<file path="src/design/bf3_pkg.sv">
package bf3_pkg;

	// Default line and frame limits
	localparam int MAX_COLS_DEF = 2048;
	localparam int MAX_ROWS_DEF = 2048;

	// Register file
	localparam int DIM_W = 12;
	localparam logic [DIM_W-1:0] WIDTH_RESET  = 12'd640;
	localparam logic [DIM_W-1:0] HEIGHT_RESET = 12'd480;
	localparam logic REG_WIDTH  = 1'b0;
	localparam logic REG_HEIGHT = 1'b1;

	// action codes
	localparam logic ACT_PIXEL = 1'b0;
	localparam logic ACT_PAD   = 1'b1;

	// 3x3 sum of 8-bit samples, at most 2295
	localparam int SUM_W = 12;

	// floor(x/9) == (x*7282) >> 16 for x <= 2295
	localparam int DIV9_W = 13;
	localparam int DIV9_SHIFT = 16;
	localparam logic [DIV9_W-1:0] DIV9_MUL = 13'd7282;

	localparam int FIFO_DEPTH = 8;

	typedef struct packed {
		logic [7:0] r;
		logic [7:0] g;
		logic [7:0] b;
	} rgb_t;

	// one line memory entry: pixel one row up and two rows up
	typedef struct packed {
		rgb_t prev1;
		rgb_t prev2;
	} line_word_t;

	typedef struct packed {
		logic [7:0] red;
		logic [7:0] green;
		logic [7:0] blue;
		logic       last;
	} result_t;

	// per-position control carried down the pipe
	typedef struct packed {
		logic emit;
		logic last;
		logic top;
		logic bottom;
		logic left;
		logic right;
	} tap_ctl_t;

	function automatic logic [7:0] div9(input logic [SUM_W-1:0] s);
		logic [SUM_W+DIV9_W-1:0] prod;
		prod = {{DIV9_W{1'b0}}, s} * {{SUM_W{1'b0}}, DIV9_MUL};
		return prod[DIV9_SHIFT+7:DIV9_SHIFT];
	endfunction

endpackage

</file>
<file path="src/design/bf3_out_fifo.sv">
module bf3_out_fifo #(
	parameter int DEPTH = bf3_pkg::FIFO_DEPTH,
	parameter int PW = $clog2(DEPTH),
	parameter int CNT_W = $clog2(DEPTH + 1)
) (
	input  logic             clk,
	input  logic             arst_n,
	input  logic             push,
	input  bf3_pkg::result_t push_data,
	input  logic             pop,
	output logic             out_valid,
	output bf3_pkg::result_t out_data,
	output logic [CNT_W-1:0] count
);
	import bf3_pkg::*;

	result_t          buf_q [DEPTH];
	logic [PW-1:0]    wr_ptr_q;
	logic [PW-1:0]    rd_ptr_q;
	logic [CNT_W-1:0] count_q;

	always_ff @(posedge clk) begin
		if (push) begin
			buf_q[wr_ptr_q] <= push_data;
		end
	end

	always_ff @(posedge clk or negedge arst_n) begin
		if (!arst_n) begin
			wr_ptr_q <= '0;
			rd_ptr_q <= '0;
			count_q <= '0;
		end else begin
			if (push) begin
				wr_ptr_q <= (wr_ptr_q == PW'(DEPTH - 1)) ? '0 : wr_ptr_q + 1'b1;
			end
			if (pop) begin
				rd_ptr_q <= (rd_ptr_q == PW'(DEPTH - 1)) ? '0 : rd_ptr_q + 1'b1;
			end
			if (push && !pop) begin
				count_q <= count_q + 1'b1;
			end else if (pop && !push) begin
				count_q <= count_q - 1'b1;
			end
		end
	end

	assign out_valid = (count_q != '0);
	assign out_data = buf_q[rd_ptr_q];
	assign count = count_q;

endmodule

</file>
<file path="config.mk">
export PLATFORM = sky130hd
export DESIGN_NAME = bf3_out_fifo
export DESIGN_NICKNAME = d
export VERILOG_FILES = /design/src/design/bf3_pkg.sv /design/src/design/bf3_out_fifo.sv
export SDC_FILE = /design/constraint.sdc
export NUM_CORES = 1
export LEC_CHECK = 0
export BUFFER_PORTS_ARGS = -buffer_cell sky130_fd_sc_hd__buf_2
export CORE_ASPECT_RATIO = 1.4
export CORE_MARGIN = 4
export CORE_UTILIZATION = 45
export CTS_BUF_LIST = sky130_fd_sc_hd__clkbuf_4
export DETAILED_ROUTE_END_ITERATION = 16
export HOLD_SLACK_MARGIN = 0.08
export PLACE_DENSITY_LB_ADDON = 0.25
export SYNTH_ARGS = -nofsm -noshare
export SYNTH_HDL_FRONTEND = slang
export SYNTH_SLANG_ARGS = --single-unit
</file>
<file path="constraint.sdc">
create_clock -name clk -period 2.63 [get_ports clk]
set_clock_uncertainty 0.1 [all_clocks]
set_input_delay 0.263 -clock clk [delete_from_list [all_inputs] [get_ports clk]]
set_output_delay 0.263 -clock clk [all_outputs]
set_load 0.01 [all_outputs]
</file>
After elaboration in Yosys (flattened, before gate mapping)
Memories as Yosys holds them, arrays and structs flattened. Index checks and enable logic that the tools add are counted.

Memories kept: 1. Bits of input ports: 29. Register bits: 10. Memory bits (writable): 200.

Memories: buf_q (words 8, bits a word 25, rd ports 1, clocked after Yosys merged registers in 0, wr ports 1, RTL line bf3_out_fifo.sv:17) `result_t buf_q [DEPTH];`.

Add/subtract/negate cells: 4. Muxes and demuxes: 6. Equal/unequal tests: 2. Reductions and logical operators: 6.

Operators with widths (number): $mux 4 (2); $add 3x1->3 const B (2); $eq 3x3->1 const B (2); $mux 3 (2); $add 4x1->4 const B (1); $reduce_bool 4->1 (1); $sub 4x1->4 const B (1); $logic_and 1x1->1 (2); $logic_not 1->1 (2); $mux 1 (2); $reduce_bool 2->1 (1).

Logic depth before layout (Yosys ltp)
Gate-level depths: netlist of the first run.

Depth in word-level cells: 4. Depth in mapped cells: 7. Gate-level depth less buffers: 7.

Least setup slack after synthesis of the first run
No wires, ideal clock.

Kind: register to register. Start point: register wr_ptr_q[2]. End point: memory buf_q[0][0] in the netlist's numbering, enable pin. Path slack: -0.219 ns. Path buffers: 0. Required time: 2.092 ns. Arrival time: 2.311 ns. Library setup time: 0.438 ns. Cell stages (with the launch flop): 3. Cells stage by stage: dfrtp_1 -> nand2b_1 -> nor3_1.

RTL lines: start: declaration (RTL line bf3_out_fifo.sv:18) `logic [PW-1:0] wr_ptr_q;`; start signal: assignment (RTL line bf3_out_fifo.sv:35) `wr_ptr_q <= (wr_ptr_q == PW'(DEPTH - 1)) ? '0 : wr_ptr_q + 1'b1;`; end: declaration (RTL line bf3_out_fifo.sv:17).

Straight into the memory's write port.

==> impl_metrics.py, run 1 <==
metrics = {
    "status": {
        "outcome": "complete, no violations",
    },
    "timing": {
        "worstMarginPinSlew_ns": 0.5655,
        "hold_viol_final": 0,
        "maxSlewHeadroom_pct": 62.30,
        "fin_crit_ns": 2.596,
        "fmax_mhz": 385.2,
        "grt_setup_unrepaired": "yes",
        "post-route-period-util_pct": 98.70,
        "setup_viol": 0,
        "drv_slew": 0,
    },
    "floorplanning": {
        "dieArea_sq_um": 20750,
        "row_count": 58,
        "die_y_microns": 168.8,
        "io_pins": 59,
        "dieWidth_microns": 122.9,
        "start_util_pct": 46.01,
        "coreArea_sq_um": 18070,
    },
    "final_layout": {
        "fin_util_pct": 56.72,
        "register_area_sq_um": 6259,
        "stdcell_count": 781,
        "syn2layout_area_growth_pct": 23.27,
        "fin_nets": 542,
        "drive_gt1_share_pct": 47.50,
        "multi_input_area_sq_um": 1916,
        "fillers": 1348,
    },
    "logic_synthesis": {
        "syn_area_per_cell_sq_um": 23.42,
        "synth_common_cells": "edfxtp_1, mux4_1, mux2_2",
        "syn-cell-area_sq_um": 8314,
        "ys_warn_count": 0,
        "synth_ff_type": "edfxtp_1",
        "synth-seq-area-share_pct": 75.24,
        "synth_edf_count": 200,
        "synth.mux.area_fraction_pct": 19.62,
        "synth_top_cell_by_area": "edfxtp_1",
        "syn_nets": 392,
        "synth-simple-area-share_pct": 1.565,
        "yosysUniqueCellTypes": 25,
        "synth_xor_area_share_pct": 0.2107,
        "synth_seq_cells": 210,
        "ys_top_cells_by_area": "edfxtp_1, mux4_1, mux2_2, dfrtp_1, mux4_2",
        "synth.most_common_cell": "edfxtp_1",
        "synth_compound_area_share_pct": 0.6170,
        "synth_top_area_share_pct": 72.23,
        "netlist_instances": 355,
        "synthAdderAreaFrac_pct": 1.294,
        "ys_async_sr_fraction_pct": 4.762,
        "synth_top_family_by_area": "multiplexers",
    },
    "setup_path": {
        "cp_max_fo": 5,
        "crit_path_end_kind": "output port",
        "path_cells": "buf_12 -> clkbuf_16 -> mux4_2 -> mux2_2 -> buf_6",
        "cp-endpoint": "out_data[17]",
        "reg2reg_from": "wr_ptr_q[0]",
        "critPathSlowestCell": "mux4_2",
        "slowest_delay_ns": 0.50,
        "r2r-end": "buf_q[6][3]",
        "worstRegToRegCells": 3,
        "crit_type": "reg2out",
        "cp-start-kind": "flop",
        "crit_start": "rd_ptr_q[0]",
        "r2r_slack_ns": 0.73,
        "arrival_ns": 2.23,
        "required_ns": 2.27,
    },
    "detailed_routing": {
        "drt_iter0_drc": 319,
        "drcViolationCount": 0,
        "via_per_inst": 5.254,
        "firstDrtPassIters": 4,
        "wl_per_cell_microns": 21.26,
        "ant_nets": 0,
        "via_count": 4103,
        "routed_wl_mm": 16.60,
    },
    "clock_network": {
        "cts.path.max_buffers": 3,
        "clock-root-buffer": "clkbuf_4",
        "cts_inserted_buffers": 48,
        "clock_sinks": 210,
        "cts_max_level": 2,
        "clkLatencyLatePin_ns": 0.60,
        "tritoncts": "yes",
        "path_clk_slew_ns": 0.06,
    },
    "hold_path": {
        "worstHoldPathType": "in2reg",
    },
    "pwr": {
        "p_leak_nw": 3.572,
        "ir_worst_vdd_v": 0.0005319,
        "power_mw": 11.24,
        "power_density_nw_per_um2": 1097,
    },
    "placement": {
        "io_buffers": 58,
        "gp_congestion": 0.6709,
        "dpl.cell_count": 655,
        "dpl.hpwl_mm": 9.256,
    },
    "grt": {
        "grt_antenna_before_repair": 2,
        "grt_overflow": 0,
        "grt_max_degree": 28,
        "grt_pass1_wl_mm": 23.85,
        "grt_pass1_vias": 4272,
        "grt_usage_pct": 15.46,
    },
    "run": {
        "drv_cap": 0,
    },
}
[critical path, delay by kind of cell, from the launching register on]
family | cells | cell delay, ns
buf+inv | 3 | 0.43
flops | 1 | 0.42
mux | 2 | 0.78
[where the power goes]
part           switching, mW  internal [mW]
clock network           1.14           1.33
logic                   1.88           2.47
registers              0.209           4.21
total                   3.23           8.01
[worst min path at each step]
stage	start	to	slack, ns	depth (start not counted)
2_1_floorplan	arst_n	count[0]	-0.13	0
3_3_place_gp	arst_n	count[1]	0.04	1
3_5_place_dp	arst_n	count[1]	0.05	1
4_1_cts	push_data[17]	buf_q[2][17]	0.31	2
5_1_grt	pop	rd_ptr_q[1]	0.32	3
6_report	push_data[17]	buf_q[2][17]	0.36	2
[timing repair]
item | 4_1_cts | 5_1_grt
gates cloned | 0 | 6
endpoints found under the hold margin | 216 | 0
buffers inserted | 1 | 4
hold buffers | 29 | 0
setup endpoints to repair | 23 | 25
resized for setup | 1 | 96
[sequential cells by signal (all words and copies together) (netlist names)]
register,count
rd_ptr_q,3
wr_ptr_q,3
buf_q,200
count,4
[per-layer routing]
metal  global-route usage, %  vias to the layer above  share of wire, %
met5                       0                        -                 0
met4                   5.409                        0               2.2
met3                   3.844                       31               5.0
met2                   25.76                      115                52
met1                   19.75                     2134                41
li1                        -                     1823                 -
[kinds of logic after synthesis]
family	count (synthesis)
adders and majority gates	8
AOI/OAI and AO/OA	8
buffers and inverters	20
xor gates and xnor gates	2
DFF	210
and+or+nand+nor	26
muxes	81
[per-stage QoR]
stage	hold WS [ns]	area [sq um]	setup TNS [ns]	worst slack, ns
after floorplan	-0.1326	8324	0	0.4343
after global placement	0.03759	9067	0	0.4420
after detailed placement	0.04939	9067	0	0.4223
after CTS	0.3120	9971	-0.2332	-0.03508
after global routing	0.3177	10250	-1.574	-0.07891
final	0.3617	10250	0	0.03423
[placed cells by master (no fill, tap or decap), drive strengths merged, types with 5 or more instances in the layout]
master,count
edfxtp,200
buf,83
clkbuf,82
mux4,50
mux2,30
dlygate4sd3,29
dfrtp,10
nor2,8
ha,7
clkinv,6
nand2,5
[final cells by class]
cell class	instances	area share (%)
Sequential cell	210	61.07
Tap cell	240	2.930
Multi-Input combinational cell	125	18.69
Clock buffer	78	5.714
Inverter	4	0.1465
Antenna cell	2	0.04883
Timing Repair Buffer	116	11.17
Clock inverter	6	0.2320
Power figures use the tool's default switching activity.
==> inputs of run 2 (changes only) <==
Clock period 2.63 ns to 3.2 ns, I/O delays scaled along.
==> run 2 against run 1 <==
Against the previous run:
- sequential share of layout area grew 1.8 points
- final cell count fell by 1.5%
- design area is 2.8% lower
- largest cell class unchanged
- die area did not move
- largest power group unchanged
==> impl_metrics.py, run 2 (synthesized netlist as in run 1, its figures left out) <==
metrics = {
    "floorplanning": {
        "die_y_microns": 168.8,
        "row_count": 58,
        "io_pins": 59,
        "coreArea_sq_um": 18070,
        "start_util_pct": 46.01,
        "dieArea_sq_um": 20750,
        "dieWidth_microns": 122.9,
    },
    "hold_path": {
        "hold_depth": 2,
        "worstHoldPathType": "in2reg",
        "whs_endpoint": "buf_q[3][18]",
        "min_from": "push_data[18]",
    },
    "grt": {
        "grt_overflow": 0,
        "grt_max_degree": 28,
        "grt_pass1_wl_mm": 23.49,
        "grt_usage_pct": 15.14,
        "grt_pass1_vias": 4299,
        "grt_antenna_before_repair": 1,
    },
    "final_layout": {
        "drive_gt1_share_pct": 37.12,
        "syn2layout_area_growth_pct": 19.79,
        "stdcell_count": 769,
        "fin_util_pct": 55.12,
        "largest_reg_flops": 200,
        "fillers": 1392,
        "finalInstanceArea_sq_um": 9960,
        "top_register": "buf_q",
        "register_area_sq_um": 6259,
        "final_cell_mix": "edfxtp_1, clkbuf_4, buf_2, mux4_1, mux2_2",
        "fin_nets": 529,
        "multi_input_area_sq_um": 1993,
        "final_common_cell": "edfxtp_1",
    },
    "timing": {
        "fmax_mhz": 351.9,
        "fin_crit_ns": 2.842,
        "post-route-period-util_pct": 88.80,
        "setup_viol": 0,
        "tns_ns": 0,
        "grt_setup_unrepaired": "no",
        "maxSlewHeadroom_pct": 46.08,
        "hold_viol_final": 0,
        "worstMarginPinSlew_ns": 0.8088,
        "drv_slew": 0,
    },
    "setup_path": {
        "arrival_ns": 2.42,
        "crit_path_end_kind": "output port",
        "r2r-end": "buf_q[1][8]",
        "reg2reg_from": "wr_ptr_q[2]",
        "crit_type": "reg2out",
        "worstRegToRegCells": 3,
        "cp-start-kind": "flop",
        "cp_max_fo": 26,
        "slowest_delay_ns": 0.62,
        "r2r_slack_ns": 1.22,
        "critPathSlowestCell": "mux4_1",
        "required_ns": 2.78,
        "path_cells": "buf_4 -> mux4_1 -> mux2_2 -> buf_2",
    },
    "placement": {
        "dpl.cell_count": 654,
        "dpl.hpwl_mm": 9.067,
        "placed_area_sq_um": 9035,
        "gp_congestion": 0.7122,
        "io_buffers": 58,
    },
    "clock_network": {
        "clock_sinks": 210,
        "clock-root-buffer": "clkbuf_4",
        "cts_max_level": 2,
        "cts_inserted_buffers": 47,
        "path_clk_slew_ns": 0.06,
        "tritoncts": "yes",
        "clkLatencyLatePin_ns": 0.58,
        "cts.path.max_buffers": 3,
    },
    "detailed_routing": {
        "via_count": 4025,
        "firstDrtPassIters": 4,
        "ant_nets": 0,
        "wl_per_cell_microns": 19.68,
        "via_per_inst": 5.234,
        "drt_iter0_drc": 185,
        "drcViolationCount": 0,
        "routed_wl_mm": 15.14,
    },
    "pwr": {
        "p_leak_nw": 3.495,
        "ir_worst_vdd_v": 0.0003670,
        "power_density_nw_per_um2": 830.8,
    },
    "run": {
        "drv_cap": 0,
    },
    "status": {
        "outcome": "complete, no violations",
    },
}
run 2: changes by cell type in the layout (fill, tap and decap cells not counted), sizes merged:
cell	delta
inv	+1
diode	-1
clkinv	+7
bufinv	+2
buf	-8
clkbuf	-13
run 2: stage by stage:
step / hold slack (ns) / setup WS, ns / total power [mW]
after floorplan: -0.07559 / 0.3507 / 5.383
after global placement: 0.09992 / 0.9375 / 6.232
after detailed placement: 0.1058 / 0.9422 / 6.289
after CTS: 0.3873 / 0.2849 / 8.433
after global routing: 0.4135 / 0.2210 / 8.759
final: 0.4395 / 0.3585 / 8.274
run 2: layout make-up:
cell class / instances / share of cell area, %
Sequential cell: 210 / 62.84
Timing Repair Buffer: 104 / 7.613
Inverter: 4 / 0.1508
Multi-Input combinational cell: 125 / 20.01
Clock buffer: 69 / 5.201
Antenna cell: 1 / 0.02513
Clock inverter: 16 / 1.143
Tap cell: 240 / 3.015
run 2: how the worst max path moves through the flow:
stage,startpoint,to,slack [ns],depth (start not counted)
global route,rd_ptr_q[0],out_data[10],0.22,4
floorplan,wr_ptr_q[2],buf_q[0][0],0.35,2
finish,rd_ptr_q[0],out_data[10],0.36,4
CTS,rd_ptr_q[0],out_data[10],0.28,4
detailed placement,rd_ptr_q[0],out_data[10],0.94,4
global placement,rd_ptr_q[1],out_data[23],0.94,4
run 2: report_power, final:
| group | internal [mW] | switching, mW |
|---|---|---|
| clock network | 1.15 | 0.937 |
| logic | 1.28 | 1.20 |
| registers | 3.45 | 0.242 |
run 2: layer usage:
| layer | up-vias | routed length [microns] | track usage [%] |
|---|---|---|---|
| met5 | - | 0 | 0 |
| met4 | 0 | 314 | 5.799 |
| met3 | 25 | 470 | 2.574 |
| met1 | 2070 | 6367 | 19.48 |
| met2 | 84 | 7984 | 25.68 |
| li1 | 1846 | - | - |
run 2: critical path: cells and delay by family, from the launching register on:
kind / cells / cell delay (ns)
DFF: 1 / 0.36
muxes: 2 / 0.92
buffers and inverters: 2 / 0.55
run 2: timing repair:
item,in CTS,in global routing
setup endpoints to repair,0,0
buffers inserted,0,0
hold endpoints to repair,216,0
hold buffers,29,0
resized for setup,0,0
==> inputs of run 3 (changes only) <==
Settings changed: ABC_AREA from default to 1.
==> run 3 against run 2 <==
Against the previous run:
- global-route usage is 1.7 points higher
- non-clock buffer count shrank 1
- flip-flop and latch count did not move
- synthesized cell count rose to 2.7 times the previous value
- setup slack improved by 0.10 ns
- critical path type unchanged
- hold slack worse by 0.024 ns
- design area grew 7.8%
- fmax rose by 3.7%
- total power up 2.8%
- combinational power grew 15%
- sequential share of layout area fell by 4.5 points
==> impl_metrics.py, run 3 <==
metrics = {
    "logic_synthesis": {
        "synth_edf_count": 200,
        "yosysUniqueCellTypes": 18,
        "synth_ff_type": "edfxtp_1",
        "syn_area_per_cell_sq_um": 9.728,
        "syn-cell-area_sq_um": 9164,
        "synthAdderAreaFrac_pct": 1.174,
        "synth_top_family_by_area": "simple AND/OR/NAND/NOR gates",
        "synth_top_cell_by_area": "edfxtp_1",
        "synth_common_cells": "nand2_1, nor2_1, edfxtp_1",
        "synth_seq_cells": 210,
        "synth-seq-area-share_pct": 68.27,
        "synth_top_area_share_pct": 65.54,
        "synth_xor_area_share_pct": 0.1912,
        "synth-simple-area-share_pct": 23.20,
        "synth.mux.area_fraction_pct": 0,
        "netlist_instances": 942,
        "synth.most_common_cell": "nand2_1",
        "syn_nets": 979,
        "ys_async_sr_fraction_pct": 4.762,
        "ys_top_cells_by_area": "edfxtp_1, nand2_1, nor2_1, inv_1, dfrtp_1",
        "ys_warn_count": 0,
        "synth_compound_area_share_pct": 0.4369,
    },
    "clock_network": {
        "clock-root-buffer": "clkbuf_4",
        "cts_max_level": 2,
        "clkLatencyLatePin_ns": 0.60,
        "cts.path.max_buffers": 3,
        "path_clk_slew_ns": 0.07,
        "tritoncts": "yes",
        "clock_sinks": 210,
        "cts_inserted_buffers": 49,
    },
    "final_layout": {
        "fin_nets": 1095,
        "drive_gt1_share_pct": 14.86,
        "largest_reg_flops": 200,
        "fillers": 1717,
        "final_common_cell": "nand2_1",
        "finalInstanceArea_sq_um": 10740,
        "final_cell_mix": "nand2_1, nor2_1, edfxtp_1, inv_1, clkbuf_4",
        "top_register": "buf_q",
        "syn2layout_area_growth_pct": 17.19,
        "fin_util_pct": 53.91,
    },
    "setup_path": {
        "crit_type": "reg2out",
        "cp_max_fo": 27,
        "crit_path_end_kind": "output port",
        "required_ns": 2.78,
        "arrival_ns": 2.32,
        "cp-start-kind": "flop",
    },
    "hold_path": {
        "worstHoldPathType": "in2reg",
    },
    "pwr": {
        "ir_worst_vdd_v": 0.0005402,
        "p_leak_nw": 4.781,
        "power_density_nw_per_um2": 791.7,
    },
    "detailed_routing": {
        "via_per_inst": 4.596,
        "firstDrtPassIters": 4,
        "drt_iter0_drc": 378,
        "drcViolationCount": 0,
        "routed_wl_mm": 18.68,
        "ant_nets": 0,
        "via_count": 6214,
        "wl_per_cell_microns": 13.82,
    },
    "timing": {
        "fmax_mhz": 365.1,
        "grt_setup_unrepaired": "no",
        "hold_ws_ns": 0.4152,
        "tns_ns": 0,
        "worstMarginPinSlew_ns": 1.063,
        "setup_slack_ns": 0.4611,
        "fin_crit_ns": 2.739,
        "maxSlewHeadroom_pct": 28.70,
        "setup_viol": 0,
        "drv_slew": 0,
        "post-route-period-util_pct": 85.59,
        "hold_viol_final": 0,
    },
    "placement": {
        "gp_congestion": 0.7165,
        "placed_area_sq_um": 9796,
        "dpl.hpwl_mm": 10.66,
        "dpl_worst_slack_ns": 1.003,
        "io_buffers": 58,
    },
    "floorplanning": {
        "coreArea_sq_um": 19920,
        "die_y_microns": 176.8,
        "dieWidth_microns": 128.6,
        "start_util_pct": 46.00,
        "row_count": 61,
        "dieArea_sq_um": 22740,
        "io_pins": 59,
    },
    "status": {
        "outcome": "complete, no violations",
    },
    "grt": {
        "grt_pass1_vias": 5950,
        "grt_max_degree": 74,
        "grt_overflow": 0,
        "grt_pass1_wl_mm": 29.98,
        "grt_usage_pct": 16.85,
        "grt_antenna_before_repair": 1,
    },
    "run": {
        "drv_cap": 0,
    },
}
[run 3: area by class of cell]
| class | instances | area (sq um) | area share [%] |
|---|---|---|---|
| Antenna cell | 3 | 7.507 | 0.06991 |
| Clock buffer | 75 | 563.0 | 5.243 |
| Clock inverter | 15 | 82.58 | 0.7690 |
| Inverter | 112 | 420.4 | 3.915 |
| Multi-Input combinational cell | 582 | 2351 | 21.89 |
| Sequential cell | 210 | 6261 | 58.30 |
| Tap cell | 252 | 315.3 | 2.936 |
| Timing Repair Buffer | 103 | 738.2 | 6.874 |
[run 3: path summary, 6_finish.rpt]
kind,from,to,slack [ns],cells past startpoint
min in group asynchronous,arst_n,rd_ptr_q[2],0.65,3
max in group asynchronous,arst_n,rd_ptr_q[1],1.95,3
max reg2reg,wr_ptr_q[0],buf_q[2][16],1.22,4
max,rd_ptr_q[2],out_data[10],0.46,4
min reg2reg,count[2],count[2],0.45,2
min,pop,rd_ptr_q[0],0.42,3
[run 3: layer usage]
layer	wire length (microns)	vias to the layer above	GRT usage, %	part of all wire, %
met5	0	-	0	0
met1	7856	2850	20.88	42
met2	9573	137	29.48	51
met3	845	31	3.110	4.5
met4	407	0	5.911	2.2
li1	-	3196	-	-
[run 3: timing repair]
| item | in CTS | in global routing |
|---|---|---|
| endpoints found under the hold margin | 216 | 0 |
| hold buffers | 29 | 0 |
| resized for setup | 0 | 0 |
| buffers inserted | 0 | 0 |
[run 3: through the flow]
step,total power [mW],std cells
after detailed placement,6.464,1230
final,8.502,1352
after CTS,8.630,1349
after global routing,9.183,1351
after floorplan,5.484,942
after global placement,6.419,1230
[run 3: where the power goes]
part           leakage [nW]  internal (mW)  switching (mW)
sequential             1.94           3.38           0.148
clock                 0.384           1.15           0.971
combinational          2.46          0.958            1.90
[run 3: cell families (layout without fill, tap and decap cells)]
| family | Yosys count | count (layout) |
|---|---|---|
| and+or+nand+nor | 564 | 564 |
| DFF | 210 | 210 |
| buffers and inverters | 150 | 305 |
| adders and majority gates | 8 | 8 |
| AOI/OAI and AO/OA | 8 | 8 |
| xor gates and xnor gates | 2 | 2 |
| other | 0 | 3 |
[run 3: critical path, cell delays in order, from the launching register on]
cell      delay, ns
dfrtp_1        0.35
clkinv_1       0.82
nand2_1        0.33
nand2_1        0.07
buf_2          0.14
